===== config.mk =====
export PLATFORM = sky130hd
export DESIGN_NAME = ramdac_extended_register_port
export DESIGN_NICKNAME = d
export VERILOG_FILES = /design/src/design/rdac_pkg.sv /design/src/design/rdac_core.sv /design/src/design/ramdac_extended_register_port.sv
export SDC_FILE = /design/constraint.sdc
export NUM_CORES = 1
export LEC_CHECK = 0
export ABC_CLOCK_PERIOD_IN_PS = 3800
export BUFFER_PORTS_ARGS = -buffer_cell sky130_fd_sc_hd__clkbuf_2
export CAP_MARGIN = 40
export CORE_AREA = 2 2 160 162
export DETAILED_ROUTE_END_ITERATION = 16
export DIE_AREA = 0 0 162 164
export PLACE_DENSITY_LB_ADDON = 0.08
export SLEW_MARGIN = 20
export SYNTH_ARGS = -nofsm -noshare
export SYNTH_HDL_FRONTEND = slang
export SYNTH_SLANG_ARGS = --single-unit

===== constraint.sdc =====
create_clock -name clk -period 3.8 [get_ports clk]
set_clock_uncertainty 0.15 [all_clocks]
set_input_delay 0.38 -clock clk [delete_from_list [all_inputs] [get_ports clk]]
set_output_delay 0.38 -clock clk [all_outputs]
set_load 0.01 [all_outputs]

===== src/design/rdac_pkg.sv =====
package rdac_pkg;

  // Register select codes
  localparam logic [2:0] SEL_VGA_IDX   = 3'd2;
  localparam logic [2:0] SEL_WR_INDEX  = 3'd4;
  localparam logic [2:0] SEL_EXT_DATA  = 3'd5;
  localparam logic [2:0] SEL_COMMAND   = 3'd6;
  localparam logic [2:0] SEL_RD_INDEX  = 3'd7;

  // Access kinds
  localparam logic CMD_READ  = 1'b0;
  localparam logic CMD_WRITE = 1'b1;

  // Hidden-access sequence counts
  localparam logic [2:0] HC_IDLE   = 3'd0;
  localparam logic [2:0] HC_ONE    = 3'd1;
  localparam logic [2:0] HC_TWO    = 3'd2;
  localparam logic [2:0] HC_THREE  = 3'd3;
  localparam logic [2:0] HC_OPEN   = 3'd4;

  // Fixed extended register values and ID bytes
  localparam logic [15:0] EXT_ID0     = 16'h6128;
  localparam logic [15:0] EXT_ID1     = 16'h623d;
  localparam logic [7:0]  FLAVOR_ID   = 8'h70;
  localparam logic [15:0] HI_MASK     = 16'hff00;
  localparam logic [15:0] LO_MASK     = 16'h00ff;

  localparam logic [3:0]  CHIP_TYPE_RST = 4'd8;
  localparam int          NUM_CLK_REGS  = 8;

  // Pixel depth codes
  localparam logic [2:0] DEPTH_8  = 3'd0;
  localparam logic [2:0] DEPTH_15 = 3'd1;
  localparam logic [2:0] DEPTH_16 = 3'd2;
  localparam logic [2:0] DEPTH_24 = 3'd3;
  localparam logic [2:0] DEPTH_32 = 3'd4;

  typedef struct packed {
    logic [7:0] read_data;
    logic       forwarded;
    logic       mode_update;
    logic [2:0] depth_code;
  } rdac_result_t;

  // Slot of a writable extended register index
  typedef struct packed {
    logic       valid;
    logic [2:0] slot;
  } rdac_slot_t;

  function automatic rdac_slot_t slot_of(input logic [7:0] idx);
    rdac_slot_t s;
    s.valid = 1'b1;
    s.slot  = 3'd0;
    if (idx >= 8'd2 && idx <= 8'd7) begin
      s.slot = 3'(idx - 8'd2);
    end else if (idx == 8'h0a) begin
      s.slot = 3'd6;
    end else if (idx == 8'h0e) begin
      s.slot = 3'd7;
    end else begin
      s.valid = 1'b0;
    end
    return s;
  endfunction

  // Command byte to depth code, per chip variant
  function automatic logic [2:0] decode_depth(input logic [2:0] variant,
                                              input logic [7:0] val);
    logic [2:0] d;
    d = DEPTH_8;
    if (variant <= 3'd1) begin
      case (val[7:5]) inside
        3'd1, 3'd4, 3'd5: d = DEPTH_15;
        3'd3, 3'd6:       d = DEPTH_16;
        3'd2, 3'd7:       d = DEPTH_24;
        default:          d = DEPTH_8;
      endcase
    end else if (variant <= 3'd4) begin
      case (val[7:4]) inside
        4'd2, 4'd3, 4'd8, 4'd10: d = DEPTH_15;
        4'd5, 4'd6, 4'd12:       d = DEPTH_16;
        4'd4, 4'd9, 4'd14:       d = DEPTH_24;
        4'd7:                    d = DEPTH_32;
        default:                 d = DEPTH_8;
      endcase
    end
    return d;
  endfunction

endpackage


===== src/design/rdac_core.sv =====
module rdac_core (
  input  logic                  clk,
  input  logic                  rst_n,
  input  logic                  access,
  input  logic                  cmd,
  input  logic [2:0]            reg_select,
  input  logic [7:0]            write_data,
  input  logic [7:0]            vga_read_data,
  input  logic [3:0]            chip_type,
  output rdac_pkg::rdac_result_t result
);
  import rdac_pkg::*;

  logic [15:0] clock_regs_r [NUM_CLK_REGS];
  logic [15:0] clock_regs_nxt [NUM_CLK_REGS];
  logic [7:0]  write_index_r, write_index_nxt;
  logic [7:0]  read_index_r, read_index_nxt;
  logic        byte_phase_r, byte_phase_nxt;
  logic [2:0]  hidden_count_r, hidden_count_nxt;
  logic [7:0]  command_reg_r, command_reg_nxt;

  logic [2:0]  hc_eff;
  rdac_slot_t  wr_slot, rd_slot;
  logic [15:0] ext_rd;
  logic [15:0] ext_wr;

  assign wr_slot = slot_of(write_index_r);
  assign rd_slot = slot_of(read_index_r);

  // Extended register read value at the read index
  always_comb begin
    if (rd_slot.valid) begin
      ext_rd = clock_regs_r[rd_slot.slot];
    end else if (read_index_r == 8'd0) begin
      ext_rd = EXT_ID0;
    end else if (read_index_r == 8'd1) begin
      ext_rd = EXT_ID1;
    end else begin
      ext_rd = 16'd0;
    end
  end

  // Merged write value for the addressed clock register
  always_comb begin
    if (!byte_phase_r) begin
      ext_wr = (clock_regs_r[wr_slot.slot] & HI_MASK) | {8'd0, write_data};
    end else begin
      ext_wr = (clock_regs_r[wr_slot.slot] & LO_MASK) | {write_data, 8'd0};
    end
  end

  // Per-access decode and state update
  always_comb begin
    hc_eff           = (reg_select != SEL_VGA_IDX) ? HC_IDLE : hidden_count_r;
    clock_regs_nxt   = clock_regs_r;
    write_index_nxt  = write_index_r;
    read_index_nxt   = read_index_r;
    byte_phase_nxt   = byte_phase_r;
    hidden_count_nxt = hc_eff;
    command_reg_nxt  = command_reg_r;
    result           = '0;

    if (cmd == CMD_WRITE) begin
      case (reg_select)
        SEL_VGA_IDX: begin
          if (hc_eff == HC_OPEN) begin
            command_reg_nxt    = write_data;
            result.mode_update = 1'b1;
            result.depth_code  = decode_depth(chip_type[2:0], write_data);
            hidden_count_nxt   = HC_IDLE;
          end else begin
            result.forwarded = 1'b1;
          end
        end
        SEL_WR_INDEX: begin
          write_index_nxt = write_data;
          byte_phase_nxt  = 1'b0;
        end
        SEL_EXT_DATA: begin
          if (wr_slot.valid) begin
            clock_regs_nxt[wr_slot.slot] = ext_wr;
          end
          byte_phase_nxt = ~byte_phase_r;
          if (byte_phase_r) begin
            write_index_nxt = write_index_r + 8'd1;
          end
        end
        SEL_COMMAND: begin
          command_reg_nxt    = write_data;
          result.mode_update = 1'b1;
          result.depth_code  = decode_depth(chip_type[2:0], write_data);
        end
        SEL_RD_INDEX: begin
          read_index_nxt = write_data;
          byte_phase_nxt = 1'b0;
        end
        default: begin
          result.forwarded = 1'b1;
        end
      endcase
    end else begin
      case (reg_select)
        SEL_VGA_IDX: begin
          case (hc_eff)
            HC_ONE, HC_TWO: begin
              hidden_count_nxt = hc_eff + 3'd1;
            end
            HC_THREE: begin
              result.read_data = chip_type[3] ? FLAVOR_ID : 8'd0;
              hidden_count_nxt = hc_eff + 3'd1;
            end
            HC_OPEN: begin
              result.read_data = command_reg_r;
              hidden_count_nxt = HC_IDLE;
            end
            default: begin
              result.read_data = vga_read_data;
              result.forwarded = 1'b1;
              hidden_count_nxt = hc_eff + 3'd1;
            end
          endcase
        end
        SEL_WR_INDEX: result.read_data = write_index_r;
        SEL_EXT_DATA: begin
          result.read_data = byte_phase_r ? ext_rd[15:8] : ext_rd[7:0];
          byte_phase_nxt   = ~byte_phase_r;
          if (byte_phase_r) begin
            read_index_nxt = read_index_r + 8'd1;
          end
        end
        SEL_COMMAND:  result.read_data = command_reg_r;
        SEL_RD_INDEX: result.read_data = read_index_r;
        default: begin
          result.read_data = vga_read_data;
          result.forwarded = 1'b1;
        end
      endcase
    end
  end

  // State registers, updated on each accepted beat
  always_ff @(posedge clk) begin
    if (!rst_n) begin
      for (int i = 0; i < NUM_CLK_REGS; i++) begin
        clock_regs_r[i] <= '0;
      end
      write_index_r  <= '0;
      read_index_r   <= '0;
      byte_phase_r   <= 1'b0;
      hidden_count_r <= HC_IDLE;
      command_reg_r  <= '0;
    end else if (access) begin
      clock_regs_r   <= clock_regs_nxt;
      write_index_r  <= write_index_nxt;
      read_index_r   <= read_index_nxt;
      byte_phase_r   <= byte_phase_nxt;
      hidden_count_r <= hidden_count_nxt;
      command_reg_r  <= command_reg_nxt;
    end
  end

endmodule


===== src/design/ramdac_extended_register_port.sv =====
// A result beat is registered in the output register, or in the skid stage if stalled.
// Throughput: one access per cycle while the skid stage is empty; register state is
// updated in the accept cycle, so the next access sees it right away. A skid stage
// behind the output register keeps in_ready high while one result waits on out_ready.
// Reset (rst_n low, synchronous): all registers, indexes, byte phase, hidden count
// and command byte clear to zero; chip_type returns to 8; output stage empties.
module ramdac_extended_register_port (
  input  logic       clk,
  input  logic       rst_n,
  input  logic       cfg_valid,
  output logic       cfg_ready,
  input  logic [3:0] cfg_chip_type,
  input  logic       in_valid,
  output logic       in_ready,
  input  logic       in_cmd,
  input  logic [2:0] in_reg_select,
  input  logic [7:0] in_write_data,
  input  logic [7:0] in_vga_read_data,
  output logic       out_valid,
  input  logic       out_ready,
  output logic [7:0] out_read_data,
  output logic       out_forwarded,
  output logic       out_mode_update,
  output logic [2:0] out_depth_code
);
  import rdac_pkg::*;

  logic         chip_type_r;
  logic [3:0]   chip_type_q_r;
  logic         in_fire;
  rdac_result_t core_res;
  rdac_result_t out_data_r, skid_data_r;
  logic         out_valid_r, skid_valid_r;

  // Configuration register, always ready
  assign cfg_ready = 1'b1;

  always_ff @(posedge clk) begin
    if (!rst_n) begin
      chip_type_q_r <= CHIP_TYPE_RST;
      chip_type_r   <= 1'b0;
    end else if (cfg_valid) begin
      chip_type_q_r <= cfg_chip_type;
      chip_type_r   <= 1'b1;
    end
  end

  assign in_ready = ~skid_valid_r;
  assign in_fire  = in_valid & in_ready;

  rdac_core u_core (
    .clk           (clk),
    .rst_n         (rst_n),
    .access        (in_fire),
    .cmd           (in_cmd),
    .reg_select    (in_reg_select),
    .write_data    (in_write_data),
    .vga_read_data (in_vga_read_data),
    .chip_type     (chip_type_q_r),
    .result        (core_res)
  );

  // Output register with skid stage
  always_ff @(posedge clk) begin
    if (!rst_n) begin
      out_valid_r  <= 1'b0;
      skid_valid_r <= 1'b0;
    end else if (!out_valid_r || out_ready) begin
      if (skid_valid_r) begin
        out_valid_r  <= 1'b1;
        skid_valid_r <= 1'b0;
      end else begin
        out_valid_r <= in_fire;
      end
    end else if (in_fire) begin
      skid_valid_r <= 1'b1;
    end
  end

  always_ff @(posedge clk) begin
    if (!out_valid_r || out_ready) begin
      out_data_r <= skid_valid_r ? skid_data_r : core_res;
    end else if (in_fire) begin
      skid_data_r <= core_res;
    end
  end

  assign out_valid       = out_valid_r;
  assign out_read_data   = out_data_r.read_data;
  assign out_forwarded   = out_data_r.forwarded;
  assign out_mode_update = out_data_r.mode_update;
  assign out_depth_code  = out_data_r.depth_code;

  // Checks
  a_skid_implies_out: assert property (@(posedge clk) disable iff (!rst_n)
    skid_valid_r |-> out_valid_r)
    else $error("skid stage holds a beat while output register is empty");

  a_depth_needs_update: assert property (@(posedge clk) disable iff (!rst_n)
    out_valid_r && out_depth_code != DEPTH_8 |-> out_mode_update)
    else $error("depth code reported without a command write");

  a_update_not_fwd: assert property (@(posedge clk) disable iff (!rst_n)
    out_valid_r && out_mode_update |-> !out_forwarded && out_read_data == 8'd0)
    else $error("command write flagged as forwarded or returned data");

  a_cfg_seen: assert property (@(posedge clk) disable iff (!rst_n)
    cfg_valid |=> chip_type_r && chip_type_q_r == $past(cfg_chip_type))
    else $error("configuration beat not captured");

endmodule


==> metrics.md, run 1 <==
| Metric | Value |
|---|---|
| Peak VDD IR | 0.231 mV |
| Post-synthesis adder-cell area fraction | approximately 1.6% |
| Power Dens Cells | 366 mW/mm^2 |
| Mapped Cells | between 1000 and 1500 |
| Slew Limit Fails | 0 |
| Ys Warns | 0 |
| Post-CTS sizing | 0 |
| Via Count | just under 10000 |
| Worst path depth | 8 |
| Clock period minus worst slack | about 3600 ps |
| Dpl ws | 183 ps |
| TritonCTS clock tree | built |
| Critical path class | reg2reg |
| Crit end category | register |
| Final Wtd Congestion | 0.895 |
| Clock share of power | a little over two fifths |
| Max Clk Rate | 278 MHz |
| Total net switching power | between 1 and 1.5 mW |
| Final worst-path cycle share | about 95% |
| FF-to-FF path depth | 8 |
| Final nets | 1270 |
| Cts hold-fix bufs | 0 |
| Crit path required time | 3830 ps |
| Hold Worst Slack | 14.1 ps |
| Buffers & Inverters on Critical Path | 2 |
| Die Height | about 160 um |
| PnR worst setup slack | between 200 and 250 ps |
| EDFF count, synth | 26 |
| First-pass GRT wire length | 54900 um |
| Die X | 162 um |
| Final Hold Viols | 0 |
| Total wire length | around 36000 um |
| Vias in the first global route | 9140 |
| Largest net degree at the start of global routing | 95 |
| Total gr overflow | 0 |
| Synth area leader | dfxtp_1 |
| Initial drt markers | 871 |
| Clock buffer depth | 2 |
| Total CTS buffers | 17 |
| Register area share after synthesis | 39.1% |
| Multiplexer share of the synthesized area | 6.65% |
| Syn Area/Cell | between 8 and 9 sq um |
| Rows | between 50 and 60 |
| CP arrival | 3620 ps |
| RSZ-0062 raised after global routing | false |
| Area occupied by registers | 0.00402 sq mm |
| Leak | ~4.3 nW |
| Fillers | 2457 |
| Flops & latches, synth | 188 |
| Port bufs | 43 |
| Initial Utilization | 41.5% |
| Dpl hpwl | 24100 um |
| Core ar. | 0.0248 sq mm |
| Clock sinks | between 150 and 200 |
| DRT Pass-1 Iters | 6 |
| Slew @ Worst Pin | 863 ps |
| Startpoint Class | register |
| Gate power share | 8.9% |
| CP Cell Sequence | nor4_4 -> buf_4 -> o21ai_0 -> nor2_1 -> a2111oi_0 -> buf_4 -> nor3b_1 -> o41ai_2 |
| Via density | 6.23 |
| Antenna Nets Post-Route | 0 |
| Worst skew pair latency | between 400 and 500 ps |
| Main combinational cell family by area after synthesis | compound AO/OA/AOI/OAI gates |
| CP delay by family, top | simple AND/OR/NAND/NOR gates |
| Share of cells above drive strength 1 | between 10% and 20% |
| Slew margin rel. | 42.3% |
| Switching part of the total | 28.3% |
| WHS Path Cells | 3 |
| Yosys cell types | 83 |
| Complex-gate fraction of the synthesized area | 34.7% |
| Top-area cell type share of the netlist area | 31.5% |
| Critical path fanouts, max | 25 |
| Synthesis-to-layout area growth | 13.4% |
| Internal cell power | 3.06 mW |
| Area of the multi-input gates | 0.00571 sq mm |
| IO Pins | 45 |
| Setup violations, final | 0 |
| Depth of the CTS H-tree | 4 |
| DIE AREA | about 0.027 sq mm |
| Syn_nets | 1252 |
| Hold Crit Class | in2reg |
| Clk root buf | clkbuf_16 |
| Synth Flop Type | dfxtp_1 |
| Slowest cell on the critical path | nor3b_1 |
| Post-Synthesis Cell Area | approximately 0.010 sq mm |
| Top cell by count, worst path | buf_4 |
| Sum of negative setup slack | 0 ps |
| Crit-path max cell delay | 690 ps |
| Layout Utilization | 47.1% |
| Status | complete, no violations |
| GRT Util Overall | about 27% |
| Ant diodes | 0 |
| Seq pwr share | 48.2% |
| XOR/XNOR Fraction of Synth Area | 0.0851% |
| Initial antenna violation count | 1 |
| Mean routed wirelength per cell | 22.9 um |
| DR DRC count | 0 |
| Number of max-cap violations | 0 |
| Post-Synth Simple-Gate Area | ~12% |
| Post-CTS setup buffers | 0 |
| Asr flop ratio synth | 0% |
| Synth top area cells | dfxtp_1, a21oi_1, o21ai_0 |
| Worst-path clk slew | 90 ps |
## routing by layer
metal / up-vias / routed length [um] / GRT usage, %
li1: 4643 / - / -
met1: 4768 / 16400 / 36.1
met2: 328 / 17200 / 45.4
met3: 47 / 1870 / 3.66
met4: 0 / 626 / 7.60
met5: - / 0 / 0
## layout make-up
cell class                      count  share of cell area (%)
Inverter                           33                    1.06
Timing Repair Buffer              115                    6.99
Tap cell                          330                    3.54
Clock inverter                     15                    1.39
Sequential cell                   188                    34.5
Clock buffer                       17                    3.64
Multi-Input combinational cell    873                    48.9
## flip-flops by register name (all words and copies together), names as in the netlist
register,cells
u_core.command_reg_r,8
skid_data_r,13
u_core.write_index_r,8
u_core.hidden_count_r,3
out_valid,1
skid_valid_r,1
u_core.read_index_r,8
out_mode_update,1
out_read_data,8
out_depth_code,3
chip_type_q_r,4
out_forwarded,1
u_core.clock_regs_r,128
u_core.byte_phase_r,1
## cell families after synthesis
family                   Yosys count
adder cells (fa/ha/maj)           13
multiplexers                      59
XOR/XNOR                           1
flip-flops                       188
AND/OR/NAND/NOR                  242
buffers and inverters            149
other                              1
AO/OA/AOI/OAI                    557
## power groups by stage
stage	registers [mW]	clock network (mW)	logic, mW
floorplan	2.10	0	0.218
global placement	2.11	0	0.372
detailed placement	2.11	0	0.372
CTS	2.06	1.86	0.373
global route	2.06	1.93	0.407
finish	2.06	1.83	0.380
## placed cells by master, fill, tap and decap left out, types with 23 or more instances in the layout
| cell type | Yosys | routed |
|---|---|---|
| nand2_1 | 72 | 72 |
| a221o_1 | 32 | 32 |
| edfxtp_1 | 26 | 26 |
| inv_1 | 29 | 29 |
| clkbuf_2 | 0 | 42 |
| o21ai_0 | 162 | 162 |
| nor2_1 | 43 | 35 |
| nor2b_1 | 23 | 23 |
| a221oi_1 | 37 | 37 |
| a21oi_1 | 181 | 181 |
| nor3_1 | 32 | 32 |
| dfxtp_1 | 162 | 162 |
| buf_4 | 3 | 69 |
| mux2i_1 | 41 | 41 |
## worst reg2reg max path, stage by stage (launching register included)
cell	delay, ps
dfxtp_1	390
nor4_4	290
buf_4	320
o21ai_0	370
nor2_1	580
a2111oi_0	220
buf_4	180
nor3b_1	690
o41ai_2	150
## cell usage after synthesis, types with 13 or more instances
cell and n:
ha_1 13, inv_1 29, o211ai_1 20, nor2b_1 23, and2_1 14, a22oi_1 13, mux2i_1 41, nor3_1 32
clkbuf_1 98, nand2_1 72, and3_1 13, a221oi_1 37, nor2_1 43, a21oi_1 181, edfxtp_1 26, dfxtp_1 162
a221o_1 32, o21ai_0 162
## final timing paths
kind,slack [ps],endpoint,startpoint
max,210,out_read_data[1],u_core.read_index_r[4]
min,10,chip_type_q_r[3],cfg_chip_type[3]
min reg2reg,360,u_core.command_reg_r[3],u_core.command_reg_r[3]
max reg2reg,210,out_read_data[1],u_core.read_index_r[4]
## per-stage QoR
step	total power [mW]	cells	area (sq um)
CTS	4.29	1570	11600
floorplan	2.32	1210	10300
global route	4.40	1571	11700
global placement	2.48	1538	11100
finish	4.27	1571	11700
detailed placement	2.48	1538	11100
(Power assumes the default switching activity.)
==> run 2: changes to the inputs <==
PLACE_DENSITY_LB_ADDON = default   (was 0.08)
==> metrics.md, run 2 (synthesis results as in run 1) <==
| Metric | Value |
|---|---|
| Largest net degree at the start of global routing | 95 |
| Gate power share | 8.4% |
| Slew Limit Fails | 0 |
| Initial Utilization | around two fifths |
| DIE AREA | 0.0266 sq mm |
| Placed instance count | 1514 |
| Total wire length | 33300 um |
| Startpoint Class | register |
| Worst skew pair latency | 440 ps |
| Peak VDD IR | between 0.2 and 0.25 mV |
| Dpl hpwl | 22400 um |
| Port bufs | 43 |
| Rows | 58 |
| Clk root buf | clkbuf_16 |
| Buffers & Inverters on Critical Path | 1 |
| Via density | around 6.3 |
| Post-CTS setup buffers | 0 |
| Hold Worst Slack | approximately 4.6 ps |
| Vias in the first global route | 9013 |
| Cts hold-fix bufs | 0 |
| First-pass GRT wire length | 52200 um |
| Synthesis-to-layout area growth | 11.1% |
| Internal cell power | 3.11 mW |
| Slew @ Worst Pin | 858 ps |
| Total power | 4.17 mW |
| Max Clk Rate | 299 MHz |
| Non-Filler Instances | 1547 |
| Top flop regs | u_core.clock_regs_r: 128 flops, skid_data_r: 13 flops |
| Total net switching power | between 1 and 1.5 mW |
| Number of max-cap violations | 0 |
| CP delay by family, top | compound AO/OA/AOI/OAI gates |
| Post-CTS sizing | 0 |
| Die Height | 164 um |
| GRT Util Overall | approximately a quarter |
| Crit end category | register |
| Slowest cell on the critical path | o311ai_0 |
| Antenna Nets Post-Route | 0 |
| Hold Crit Class | in2reg |
| Slew margin rel. | 42.8% |
| Number of flip-flops under the largest register name | 128 |
| Mean routed wirelength per cell | 21.6 um |
| Die X | 162 um |
| Clock buffer depth | 2 |
| Switching part of the total | roughly 25% |
| Sum of negative setup slack | 0 ps |
| Critical path fanouts, max | 19 |
| Critical path class | reg2reg |
| Status | complete, no violations |
| PnR worst setup slack | ~460 ps |
| Worst-path clk slew | 70 ps |
| TritonCTS clock tree | built |
| Most frequent cells in the layout | a21oi_1, o21ai_0, dfxtp_1 |
| Final Wtd Congestion | 0.938 |
| DRT Pass-1 Iters | 5 |
| Seq pwr share | 49.4% |
| Ant diodes | 0 |
| Leak | 4.14 nW |
| Final worst-path cycle share | 88.0% |
| Setup violations, final | 0 |
| Dpl ws | 357 ps |
| RSZ-0062 raised after global routing | false |
| Crit path required time | 3820 ps |
| Initial drt markers | slightly below 900 |
| Crit-path max cell delay | 530 ps |
| Clock share of power | 42.2% |
| Commonest non-fill, non-tap cell in the layout | a21oi_1 |
| CP Cell Sequence | nor4_4 -> buf_4 -> o211a_1 -> mux2_2 -> o311ai_0 -> o22ai_1 -> a211oi_1 -> o41ai_2 |
| Via Count | between 9000 and 10000 |
| Initial antenna violation count | 0 |
| Clock sinks | 188 |
| Core ar. | 0.0248 sq mm |
| Clock period minus worst slack | 3340 ps |
| IO Pins | between 40 and 50 |
| Final nets | 1246 |
| Total gr overflow | 0 |
| Depth of the CTS H-tree | 4 |
| Largest Register | u_core.clock_regs_r |
| Final Hold Viols | 0 |
| Power Dens Cells | 365 mW/mm^2 |
| DR DRC count | 0 |
| Total CTS buffers | 17 |
| Share of cells above drive strength 1 | between 10% and 20% |
| CP arrival | approximately 3400 ps |
==> run 2: layer usage <==
layer / global-route usage, % / vias up / wire length (um)
met5: 0 / - / 0
met1: 34.0 / 4687 / 15100
met3: 4.80 / 57 / 2180
li1: - / 4569 / -
met4: 8.81 / 0 / 858
met2: 40.5 / 385 / 15200
==> run 2: final cells by class <==
type                            count  area (sq um)
Clock inverter                      7          51.3
Tap cell                          330           413
Fill cell                        2446         13400
Multi-Input combinational cell    873          5710
Inverter                           33           124
Sequential cell                   188          4020
Timing Repair Buffer               91           594
Clock buffer                       25           517
==> run 2: power groups by stage <==
stage | Clock (mW) | Combinational [mW] | Sequential (mW)
after floorplan | 0 | 0.218 | 2.10
after global placement | 0 | 0.342 | 2.10
after detailed placement | 0 | 0.344 | 2.10
after CTS | 1.78 | 0.345 | 2.06
after global routing | 1.86 | 0.381 | 2.06
final | 1.76 | 0.351 | 2.06
==> run 2: worst paths after layout <==
| kind | start | to | slack (ps) | cells past startpoint |
|---|---|---|---|---|
| hold / removal | cfg_chip_type[3] | chip_type_q_r[3] | 5 | 3 |
| hold reg to reg | u_core.read_index_r[0] | u_core.read_index_r[0] | 360 | 2 |
| setup reg to reg | u_core.read_index_r[4] | out_read_data[3] | 460 | 8 |
| setup / recovery | u_core.read_index_r[4] | out_read_data[3] | 460 | 8 |
==> run 2: through the flow <==
step	utilization [%]	area, sq um
3_5_place_dp	43.7	10900
2_1_floorplan	-	10300
4_1_cts	46.0	11400
6_report	46.1	11400
5_1_grt	46.1	11400
3_3_place_gp	43.7	10900
==> run 2: worst min-delay path, delay by kind of cell <==
kind / cells / cell delay (ps)
buffers and inverters: 1 / 70
multiplexers: 1 / 50
AND/OR/NAND/NOR: 1 / 60
